### src/hw/rtl/uef_pkg.sv
// ----------------------------------------------------------------------------
// uef_pkg: shared types and decode functions of the UTF-8 emoji filter
// Word structs for both channels, the result bundle handed from the decoder
// to the serialiser, and the sequence decode helpers.
// ----------------------------------------------------------------------------
package uef_pkg;

  localparam int unsigned MaxResults = 4;
  localparam int unsigned CpWidth    = 21;

  typedef struct packed {
    logic [7:0] in_byte;
    logic       in_last;
  } uef_in_t;

  typedef struct packed {
    logic [7:0] out_byte;
    logic       byte_valid;
    logic       out_last;
  } uef_out_t;

  // Up to four result words produced by one input word.
  typedef struct packed {
    logic [MaxResults-1:0][7:0] word;
    logic [2:0]                 cnt;
    logic                       byte_valid;
    logic                       last;
  } uef_bundle_t;

  // Sequence length from the lead byte, 0 for a stray lead.
  function automatic logic [2:0] uef_seq_len(input logic [7:0] c);
    logic [2:0] l;
    if (c[7] == 1'b0) begin
      l = 3'd1;
    end else if (c[7:5] == 3'b110) begin
      l = 3'd2;
    end else if (c[7:4] == 4'b1110) begin
      l = 3'd3;
    end else if (c[7:3] == 5'b11110) begin
      l = 3'd4;
    end else begin
      l = 3'd0;
    end
    return l;
  endfunction

  // Tail bytes contribute their low six bits, unchecked.
  function automatic logic [CpWidth-1:0] uef_code_point(input logic [3:0][7:0] b,
                                                         input logic [2:0] l);
    logic [CpWidth-1:0] cp;
    case (l)
      3'd2:    cp = CpWidth'({b[0][4:0], b[1][5:0]});
      3'd3:    cp = CpWidth'({b[0][3:0], b[1][5:0], b[2][5:0]});
      3'd4:    cp = {b[0][2:0], b[1][5:0], b[2][5:0], b[3][5:0]};
      default: cp = CpWidth'(b[0]);
    endcase
    return cp;
  endfunction

  function automatic logic uef_is_emoji(input logic [CpWidth-1:0] cp);
    return (cp >= 21'h1F000 && cp <= 21'h1FFFF) ||
           (cp >= 21'h02600 && cp <= 21'h027BF) ||
           (cp >= 21'h02300 && cp <= 21'h023FF) ||
           (cp >= 21'h02B00 && cp <= 21'h02BFF) ||
           (cp >= 21'h0FE00 && cp <= 21'h0FE0F) ||
           (cp == 21'h0200D);
  endfunction

  // Parse up to four bytes: drop stray leads and leads whose sequence does
  // not fit, drop emoji sequences whole, pass the rest byte for byte.
  function automatic uef_bundle_t uef_parse(input logic [3:0][7:0] b,
                                            input logic [2:0] len);
    uef_bundle_t      res;
    logic [2:0]       pos;
    logic [2:0]       l;
    logic [2:0]       n;
    logic [3:0][7:0]  seq;
    res = '0;
    pos = 3'd0;
    n   = 3'd0;
    for (int i = 0; i < 4; i++) begin
      if (3'(i) == pos && 3'(i) < len) begin
        l = uef_seq_len(b[i]);
        if (l == 3'd0 || 3'(i) + l > len) begin
          pos = pos + 3'd1;
        end else begin
          seq = b >> (8 * i);
          if (!uef_is_emoji(uef_code_point(seq, l))) begin
            for (int k = 0; k < 4; k++) begin
              if (3'(k) < l) begin
                res.word[n[1:0]] = seq[k];
                n = n + 3'd1;
              end
            end
          end
          pos = pos + l;
        end
      end
    end
    res.cnt = n;
    return res;
  endfunction

endpackage

### src/hw/rtl/uef_decode.sv
// ----------------------------------------------------------------------------
// uef_decode: sequence state and single-pass decode
// Holds the open sequence and turns each accepted word that completes a sequence or ends a text into a result bundle.
// ----------------------------------------------------------------------------
module uef_decode (
  input  logic                 clk,
  input  logic                 rst_n,
  input  logic                 accept,
  input  uef_pkg::uef_in_t     in_data,
  output logic                 bundle_load,
  output uef_pkg::uef_bundle_t bundle
);

  logic [7:0] held_r [3];
  logic [1:0] cnt_r, cnt_nxt;
  logic [2:0] need_r, need_nxt;

  logic                 held_we;
  logic [1:0]           pos;
  logic [2:0]           len;
  logic [2:0]           lead_len;
  logic                 emit;
  logic [3:0][7:0]      buf_b;
  uef_pkg::uef_bundle_t parsed;

  // Held bytes followed by the new byte.
  always_comb begin
    pos   = (need_r != 3'd0) ? cnt_r : 2'd0;
    len   = {1'b0, pos} + 3'd1;
    buf_b = {8'h00, held_r[2], held_r[1], held_r[0]};
    buf_b[pos] = in_data.in_byte;
  end

  assign parsed   = uef_pkg::uef_parse(buf_b, len);
  assign lead_len = uef_pkg::uef_seq_len(in_data.in_byte);

  always_comb begin
    cnt_nxt  = cnt_r;
    need_nxt = need_r;
    held_we  = 1'b0;
    emit     = 1'b0;
    bundle   = parsed;
    bundle.byte_valid = 1'b1;
    bundle.last       = 1'b0;
    if (in_data.in_last) begin
      emit        = 1'b1;
      bundle.last = 1'b1;
      if (parsed.cnt == 3'd0) begin
        bundle.word       = '0;
        bundle.cnt        = 3'd1;
        bundle.byte_valid = 1'b0;
      end
      cnt_nxt  = 2'd0;
      need_nxt = 3'd0;
    end else if (need_r == 3'd0) begin
      if (lead_len == 3'd1) begin
        emit = 1'b1;
      end else if (lead_len != 3'd0) begin
        held_we  = 1'b1;
        cnt_nxt  = 2'd1;
        need_nxt = lead_len;
      end
    end else if ({1'b0, cnt_r} + 3'd1 >= need_r) begin
      emit     = 1'b1;
      cnt_nxt  = 2'd0;
      need_nxt = 3'd0;
    end else begin
      held_we = 1'b1;
      cnt_nxt = cnt_r + 2'd1;
    end
  end

  assign bundle_load = accept && emit && (bundle.cnt != 3'd0);

  always_ff @(posedge clk) begin
    if (!rst_n) begin
      cnt_r  <= 2'd0;
      need_r <= 3'd0;
    end else if (accept) begin
      cnt_r  <= cnt_nxt;
      need_r <= need_nxt;
    end
  end

  always_ff @(posedge clk) begin
    if (accept && held_we) begin
      held_r[pos] <= in_data.in_byte;
    end
  end

endmodule

### src/hw/rtl/uef_serial.sv
// ----------------------------------------------------------------------------
// uef_serial: result register and word serialiser
// Holds one result bundle and hands its words out one per cycle while out_stall is low.
// ----------------------------------------------------------------------------
module uef_serial (
  input  logic                 clk,
  input  logic                 rst_n,
  input  logic                 bundle_load,
  input  uef_pkg::uef_bundle_t bundle,
  output logic                 can_load,
  output logic                 out_valid,
  input  logic                 out_stall,
  output uef_pkg::uef_out_t    out_data
);

  logic                 valid_r;
  logic [1:0]           idx_r;
  uef_pkg::uef_bundle_t bundle_r;
  logic                 at_end;
  logic                 finishing;

  assign at_end    = ({1'b0, idx_r} + 3'd1) == bundle_r.cnt;
  assign finishing = valid_r && !out_stall && at_end;
  assign can_load  = !valid_r || finishing;

  assign out_valid           = valid_r;
  assign out_data.out_byte   = bundle_r.word[idx_r];
  assign out_data.byte_valid = bundle_r.byte_valid;
  assign out_data.out_last   = bundle_r.last && at_end;

  always_ff @(posedge clk) begin
    if (!rst_n) begin
      valid_r <= 1'b0;
      idx_r   <= 2'd0;
    end else if (bundle_load) begin
      valid_r <= 1'b1;
      idx_r   <= 2'd0;
    end else if (finishing) begin
      valid_r <= 1'b0;
    end else if (valid_r && !out_stall) begin
      idx_r <= idx_r + 2'd1;
    end
  end

  always_ff @(posedge clk) begin
    if (bundle_load) begin
      bundle_r <= bundle;
    end
  end

endmodule

### src/hw/rtl/utf8_emoji_filter.sv
// ----------------------------------------------------------------------------
// utf8_emoji_filter: streaming UTF-8 emoji filter
// Removes emoji code points and the zero-width joiner from a byte stream; stray lead bytes are dropped too.
// ----------------------------------------------------------------------------
// Usage:
//   Input channel (in_valid/in_stall/in_data) takes one text byte per word,
//   with in_last set on the final byte of a text. Output channel
//   (out_valid/out_stall/out_data) gives the filtered text one byte per word;
//   out_last marks the final word of a text, and if the text ends with
//   nothing left to pass, a single word with byte_valid clear carries it.
//   The first result word of an input word appears on the output in the
//   cycle after acceptance. Throughput: one input word per cycle while
//   each yields at most one result word and out_stall stays low; a word
//   completing a passed multi-byte sequence holds the result register until
//   its last byte is taken, keeping in_stall high meanwhile.
//   A new word is accepted in the same cycle the last word of the pending
//   result is taken. When the receiver stalls, the result word holds and
//   the input stalls once the result register is full.
//   Reset clears the open sequence and empties the result register.
// ----------------------------------------------------------------------------
module utf8_emoji_filter (
  input  logic              clk,
  input  logic              rst_n,
  input  logic              in_valid,
  output logic              in_stall,
  input  uef_pkg::uef_in_t  in_data,
  output logic              out_valid,
  input  logic              out_stall,
  output uef_pkg::uef_out_t out_data
);

  logic                 accept;
  logic                 can_load;
  logic                 bundle_load;
  uef_pkg::uef_bundle_t bundle;

  // Take a word only when the result register frees up this cycle.
  assign in_stall = !can_load;
  assign accept   = in_valid && can_load;

  // Decode against the open sequence and form the result bundle.
  uef_decode u_decode (
    .clk         (clk),
    .rst_n       (rst_n),
    .accept      (accept),
    .in_data     (in_data),
    .bundle_load (bundle_load),
    .bundle      (bundle)
  );

  // Hold the bundle and advance through its words.
  uef_serial u_serial (
    .clk         (clk),
    .rst_n       (rst_n),
    .bundle_load (bundle_load),
    .bundle      (bundle),
    .can_load    (can_load),
    .out_valid   (out_valid),
    .out_stall   (out_stall),
    .out_data    (out_data)
  );

endmodule

### config.mk
export PLATFORM = sky130hd
export DESIGN_NAME = utf8_emoji_filter
export DESIGN_NICKNAME = d
export VERILOG_FILES = /design/src/hw/rtl/uef_pkg.sv /design/src/hw/rtl/uef_decode.sv /design/src/hw/rtl/uef_serial.sv /design/src/hw/rtl/utf8_emoji_filter.sv
export SDC_FILE = /design/constraint.sdc
export NUM_CORES = 1
export LEC_CHECK = 0
export ABC_CLOCK_PERIOD_IN_PS = 19900
export BUFFER_PORTS_ARGS = -buffer_cell sky130_fd_sc_hd__buf_2
export CAP_MARGIN = 20
export CELL_PAD_IN_SITES_DETAIL_PLACEMENT = 0
export CELL_PAD_IN_SITES_GLOBAL_PLACEMENT = 1
export CORE_MARGIN = 1
export CORE_UTILIZATION = 38
export CTS_CLUSTER_SIZE = 40
export DETAILED_ROUTE_END_ITERATION = 10
export PLACE_DENSITY_LB_ADDON = 0.1
export RECOVER_POWER = 50
export SLEW_MARGIN = 20
export SYNTH_ARGS = -nofsm -noshare
export SYNTH_HDL_FRONTEND = slang
export SYNTH_SLANG_ARGS = --single-unit
### constraint.sdc
create_clock -name clk -period 19.9 [get_ports clk]
set_input_delay 1.99 -clock clk [delete_from_list [all_inputs] [get_ports clk]]
set_output_delay 1.99 -clock clk [all_outputs]
set_load 0.005 [all_outputs]
[Word level (Yosys, flattened, before mapping)]
Memory sizes are Yosys's and may differ from the RTL's.
Index checks and enable logic that the tools add are counted.
Word-level totals
  register bits after elaboration: 45
  memory bits (writable): 24
  input port bits: 13
  memories kept: 1
Memory list
  u_decode.held_r: depth 3, width 8, rd ports 3, clocked after Yosys merged registers in 0, wr ports 1, RTL line uef_decode.sv:14  | logic [7:0] held_r [3];
Operators by class
  add/sub/neg operators: 27
  magnitude comparators: 98
  equality and inequality tests: 38
  multiplexer cells: 240
  bitwise logic cells: 14
  reduce and logical (&&, ||, !) cells: 89
Operators with widths (count)
  two-way mux 32 bit: 60
  bitwise mux 32 bit: 10
  two-way mux 3 bit: 98
  demux 8 bit (select 2 bit): 16
  greater-or-equal comparator 21 x 14 -> 1 bit, second input constant: 12
  less-or-equal comparator 21 x 14 -> 1 bit, second input constant: 12
  case mux 21 bit (3 select lines): 4
  AND 32 bit: 6
  NOT 32 bit: 6
  two-way mux 21 bit: 8
  two-way mux 8 bit: 21
  equality test 21 x 14 -> 1 bit, second input constant: 4
  greater-or-equal comparator 21 x 16 -> 1 bit, second input constant: 4
  greater-or-equal comparator 21 x 17 -> 1 bit, second input constant: 4
  less-or-equal comparator 21 x 16 -> 1 bit, second input constant: 4
  less-or-equal comparator 21 x 17 -> 1 bit, second input constant: 4
  adder 3 x 1 -> 3 bit, second input constant: 17
  < comparator 2 x 3 -> 1 bit, second input constant: 17
  logical AND 1 bit: 46
  two-way mux 37 bit: 1
  two-way mux 36 bit: 1
  greater-or-equal comparator 2 x 1 -> 1 bit, second input constant: 16
  < comparator 1 x 3 -> 1 bit, first input constant: 10
  < comparator 2 x 3 -> 1 bit, first input constant: 10
  29 further kinds: 115

[Depth between registers and ports, before layout]
  depth in word-level cells: 112
  depth in mapped cells: 72
  depth with buffers taken out: 66

[Modules after synthesis]
Synthesis repeated with hierarchy kept, for this count alone.
Second synthesis, totals
  cell total of the unflattened synthesis: 1293
  area, all modules: 10179.8 um^2
By module, submodules not included
  uef_decode: instances 1, cells each 1215, area each 8613.3 um^2, sequential area each 820.8 um^2
  uef_serial: instances 1, cells each 76, area each 1556.5 um^2, sequential area each 1171.1 um^2
  utf8_emoji_filter: instances 1, cells each 2, area each 10.0 um^2, sequential area each 0.0 um^2

[Worst setup path after synthesis]
No wires, ideal clock.
  path kind: input to register
  start point: input in_data[2] (netlist bit)
  end point: register u_serial.bundle_r[0] (netlist bit) (enable)
  arrival time: 13.594 ns
  required time: 19.502 ns
  path slack: 5.908 ns
  stages on the path: 58
  cell sequence: clkbuf_1 -> mux2i_1 -> o21ai_0 -> o2bb2ai_1 -> or2_0 -> or4b_1 -> or4_4 -> a2111oi_4 -> or2_1 -> nor2_2 -> ha_1 -> nand2_1 -> o21ai_0 -> ha_1 -> inv_1 -> a22o_1 -> a21o_1 -> ha_1 -> (+22 left out) -> nand2_1 -> a21boi_0 -> inv_1 -> ha_1 -> a21o_1 -> ha_1 -> a21oi_1 -> a21o_1 -> ha_1 -> o32ai_1 -> nand2_1 -> o21ai_0 -> xnor2_1 -> nor2_1 -> xnor2_1 -> xnor2_1 -> nand4b_1 -> and3_1
Between the ends
  cells in the longest elaborated chain, start to end: 79
  elaborated cells between the ends (all ways): 165
  those cells by class: add/sub: 12; order compare: 40; eq/ne: 4; mux: 66; reduce/logical: 43
Ends and longest elaborated chain
  start, declared: RTL line utf8_emoji_filter.sv:26  | input uef_pkg::uef_in_t in_data,
  bitwise mux 32 bit *: RTL line uef_decode.sv:31  | buf_b[pos] = in_data.in_byte;
  case mux 21 bit (3 select lines): RTL line uef_pkg.sv:51  | case (l)
  two-way mux 21 bit: RTL line uef_pkg.sv:84  | if (l == 3'd0 || 3'(i) + l > len) begin
  two-way mux 21 bit: RTL line uef_pkg.sv:82  | if (3'(i) == pos && 3'(i) < len) begin
  greater-or-equal comparator 21 x 17 -> 1 bit (tied with other cells): RTL line uef_pkg.sv:61  | return (cp >= 21'h1F000 && cp <= 21'h1FFFF) ||
  logical AND 1 bit (on tied branches): RTL line uef_pkg.sv:61, uef_pkg.sv:62
  logical OR 1 bit: RTL line uef_pkg.sv:61
  logical OR 1 bit: RTL line uef_pkg.sv:62  | (cp >= 21'h02600 && cp <= 21'h027BF) ||
  (+64 left out)
  two-way mux 3 bit: RTL line uef_pkg.sv:84
  two-way mux 3 bit *: RTL line uef_pkg.sv:82
  zero test 3 bit: RTL line uef_decode.sv:48  | if (parsed.cnt == 3'd0) begin
  two-way mux 36 bit: RTL line uef_decode.sv:48
  two-way mux 37 bit *: RTL line uef_decode.sv:45  | if (in_data.in_last) begin
  nonzero test 3 bit *: RTL line uef_decode.sv:73  | assign bundle_load = accept && emit && (bundle.cnt != 3'd0);
  logical AND 1 bit *: RTL line uef_decode.sv:73
  via bundle_load: RTL line utf8_emoji_filter.sv:34  | logic bundle_load;
  end signal, assigned: RTL line uef_serial.sv:47  | bundle_r <= bundle;
  end, declared: RTL line uef_serial.sv:18  | uef_pkg::uef_bundle_t bundle_r;
The timed path passes the listed nets; every way through them passes the cells marked *. The select of a mux whose other input is x is not followed.
A chain may end at the register's enable or synchronous reset.

==> summary.txt <==
Worst hold path
  • Worst hold endpoint: u_decode.need_r[2]$_SDFFE_PN0P_
  • Hold path depth: 2
  • Worst hold path class: reg -> reg
  • HP Start: u_decode.need_r[2]$_SDFFE_PN0P_

STA
  • Setup_tns: 0 ns
  • Final setup vio count: 0
  • Peak Freq: 57.52 MHz
  • Final Hold Viols: 0
  • Post-Route Skew: 0.01272 ns
  • Final Slew Violations: 0
  • Unrepaired setup endpoints after global routing: false
  • Final worst-path cycle share: 0.8736
  • Min cycle time layout: 17.39 ns
  • Worst slew pin tran: 1.331 ns
  • Slew headroom: 0.1070

Global route
  • Initial antenna violation count: 1
  • Gr ovfl total: 0
  • Pin count of the biggest net entering global routing: 40
  • Tot GR Track Use: 0.3367
  • Global-route wire length before repair: 67030 um
  • Number of global-route vias before repair: 10030

Synthesis
  • Synthesized area per cell: 7.867 um2
  • Post-synthesis register bit count: 69
  • Syn Inst Count: 1282
  • Sequential fraction of the synthesis area: 0.1975
  • Post-synth EDFFs: 61
  • Syn nets: 1376
  • Prevailing post-synth register cell: edfxtp_1
  • Synth cell types: 97
  • Synth async-reset ratio: 0
  • Synth Cell Area: 10090 um2
  • YS warnings: 0

Pwr
  • Clk pwr share: 0.397
  • Sequential share of power: 0.372
  • Max IR drop VDD: 0.00003528 V
  • Total design power: 453.8 uW
  • Sw Ratio: 0.3158
  • Cell internal pwr: 310.5 uW
  • Sw Pwr: 143.3 uW
  • Power per Cell Area: 42.18 nW/um2
  • Leakage: 3.862 nW
  • Comb pwr share: 0.231

Cells and area
  • Ant diodes: 0
  • Sequential Area: 1992 um2
  • Post-route cell area: 10760 um2
  • Share of cells above drive strength 1: 0.1037
  • Area added between synthesis and finish: 6.674%
  • # nets final: 1362
  • Fillers: 2706
  • Final Util: 0.4129
  • Layout Cells excl Fill: 1608
  • Area of the multi-input gates: 7508 um2

Drt
  • DR pass1 iterations: 6
  • DR vias/cell: 6.790
  • Via count: 10920
  • DRC errors left: 0
  • Post-DRT Antenna Nets: 0
  • Routed len/inst: 28.24 um
  • Iter 0 DRT Violations: 1431
  • Routed WL: 45410 um

Setup path
  • WP data required: 20.03 ns
  • CP Launch Type: input pin
  • Flop2flop setup slack: 3.00 ns
  • Max stage delay cell, worst path: a211oi_1
  • Largest stage delay, worst path: 1.14 ns
  • Reg2reg start: u_decode.need_r[2]$_SDFFE_PN0P_
  • Critical Path Most Common Cell: ha_1
  • Critical setup path kind: in -> reg
  • Reg2Reg Depth: 61
  • Reg-to-Reg End: u_serial.bundle_r[36]$_DFFE_PP_
  • Crit path arrival time: 17.51 ns
  • Setup crit end kind: flop
  • Worst-path maximum fanout: 20

Die
  • Die W: 164.9 um
  • # rows: 59
  • Number of I/O pins: 25
  • Initial Utilization: 0.3870
  • Core area: 26060 um2
  • Die Y: 164.9 um
  • Die area: 27200 um2

Clock network
  • Root buf cell: clkbuf_16
  • Max H-tree Level: 3
  • Clock transition at the registers of the reported paths: 0.06 ns
  • Post-CTS setup buffers: 0
  • CTS resizes: 0
  • Clk buf depth: 2
  • Clock Sinks: 69
  • CTS Hold Bufs: 0
  • Worst-Skew Late Latency: 0.35 ns
  • CTS Buf Count: 9
  • TritonCTS clock tree: done

Placed design
  • HPWL after detailed placement: 33020 um
  • Port buffer count: 24
  • Gpl congestion: 0.9540
  • Placed cell area: 10500 um2
  • Placed Cells: 1592

Outcome
  • Status: complete, no violations

Job
  • Max-cap violations: 0
-- critical path, delay by kind of cell --
kind / cells / cell delay [ns]
compound gates: 20 / 6.31
fa+ha+maj: 12 / 3.60
buf+inv: 5 / 1.10
simple gates: 20 / 4.51
-- cells in the mapped netlist (8+ instances only) --
cell type	instances	share of area
a211oi_1	8	0.0060
a211oi_2	17	0.021
a21o_1	12	0.0089
a21oi_1	93	0.046
a221oi_1	9	0.0078
a22o_1	15	0.013
a22oi_1	28	0.021
a31oi_1	36	0.022
a32o_1	8	0.0079
a32oi_1	16	0.014
and2_1	19	0.012
and3_1	16	0.0099
clkbuf_1	60	0.022
dfxtp_1	8	0.016
edfxtp_1	61	0.18
ha_1	79	0.098
inv_1	46	0.017
mux2_2	18	0.020
mux2i_1	22	0.022
mux4_2	8	0.018
nand2_1	147	0.055
nand3_1	45	0.022
nor2_1	83	0.031
nor2b_1	14	0.0087
nor3_1	34	0.017
nor4_1	12	0.0074
o211ai_1	9	0.0067
o21ai_0	96	0.048
o221ai_1	18	0.016
o22ai_1	32	0.020
o32ai_1	9	0.0078
or3_1	11	0.0068
xnor2_1	21	0.018
-- cells in the final DEF (no fill, tap or decap), types with 7 or more instances in the layout --
| master | synthesis | routed |
|---|---|---|
| a221oi_1 | 9 | 9 |
| nand3_1 | 45 | 46 |
| ha_1 | 79 | 79 |
| a32o_1 | 8 | 8 |
| and2_1 | 19 | 15 |
| o221ai_1 | 18 | 18 |
| edfxtp_1 | 61 | 61 |
| nand4_1 | 7 | 7 |
| o32ai_1 | 9 | 9 |
| nor4_1 | 12 | 12 |
| xnor2_1 | 21 | 21 |
| a21o_1 | 12 | 12 |
| nand2_1 | 147 | 147 |
| a211oi_1 | 8 | 9 |
| and3_1 | 16 | 16 |
| mux4_2 | 8 | 8 |
| o211ai_1 | 9 | 9 |
| mux2_2 | 18 | 18 |
| or3_1 | 11 | 11 |
| a21oi_1 | 93 | 93 |
| nor2_1 | 83 | 83 |
| nor2b_1 | 14 | 14 |
| clkbuf_1 | 60 | 20 |
| mux2i_1 | 22 | 19 |
| a32oi_1 | 16 | 16 |
| a211oi_2 | 17 | 16 |
| nor3_1 | 34 | 34 |
| dfxtp_1 | 8 | 8 |
| buf_4 | 6 | 31 |
| inv_1 | 46 | 46 |
| a22oi_1 | 28 | 28 |
| o22ai_1 | 32 | 32 |
| a22o_1 | 15 | 15 |
| clkbuf_16 | 0 | 9 |
| a31oi_1 | 36 | 36 |
| o21ai_0 | 96 | 96 |
-- through the flow --
stage	setup slack [ns]	hold slack (ns)
floorplan	5.908	0.4496
global placement	4.623	0.4624
detailed placement	4.334	0.4742
CTS	4.342	0.4816
global route	1.599	0.5020
finish	2.515	0.4825
-- cell families (layout without fill, tap and decap cells) --
logic type,Yosys count,count (layout),synth area share
mux,54,54,0.06848
buf+inv,131,122,0.05632
fa+ha+maj,81,81,0.1020
compound gates,472,472,0.3255
xor+xnor,30,30,0.03114
flops,69,69,0.1975
simple gates,445,445,0.2191
-- routing by layer --
layer,part of all wire,track usage,up-vias
met3,0.087,0.06178,121
met2,0.44,0.5250,602
met1,0.43,0.4524,5274
met5,0,0,-
met4,0.044,0.1422,0
li1,-,-,4922
-- power groups by stage --
stage / Sequential, mW / Clock (mW) / Combinational, mW
after global routing: 0.170 / 0.188 / 0.116
after CTS: 0.169 / 0.183 / 0.104
after floorplan: 0.170 / 0 / 0.0760
after detailed placement: 0.172 / 0 / 0.104
after global placement: 0.172 / 0 / 0.104
final: 0.169 / 0.180 / 0.105
-- state kept, by name, summed over array words and instances, names as in the netlist --
register,count
u_serial.bundle_r,36
u_decode.need_r,3
u_decode.held_r,24
u_serial.out_valid,1
u_serial.idx_r,2
u_serial.out_data,1
u_decode.cnt_r,2
-- worst max path at each step --
stage / start / end / slack (ns) / cells past startpoint
2_1_floorplan: in_data[2] / u_serial.bundle_r[0]$_DFFE_PP_ / 5.91 / 58
3_3_place_gp: in_data[8] / u_serial.bundle_r[11]$_DFFE_PP_ / 4.62 / 57
3_5_place_dp: in_data[8] / u_serial.bundle_r[36]$_DFFE_PP_ / 4.33 / 57
4_1_cts: u_decode.need_r[2]$_SDFFE_PN0P_ / u_serial.bundle_r[36]$_DFFE_PP_ / 4.34 / 61
5_1_grt: in_data[8] / u_serial.bundle_r[36]$_DFFE_PP_ / 1.60 / 57
6_report: in_data[8] / u_serial.bundle_r[36]$_DFFE_PP_ / 2.51 / 57
-- layout make-up --
class | instances | area share
Clock buffer | 10 | 0.02128
Clock inverter | 6 | 0.008024
Inverter | 51 | 0.01814
Multi-Input combinational cell | 1082 | 0.6979
Sequential cell | 69 | 0.1851
Tap cell | 335 | 0.03896
Timing Repair Buffer | 55 | 0.03058
Note: power is estimated with default switching activity, not from simulation.
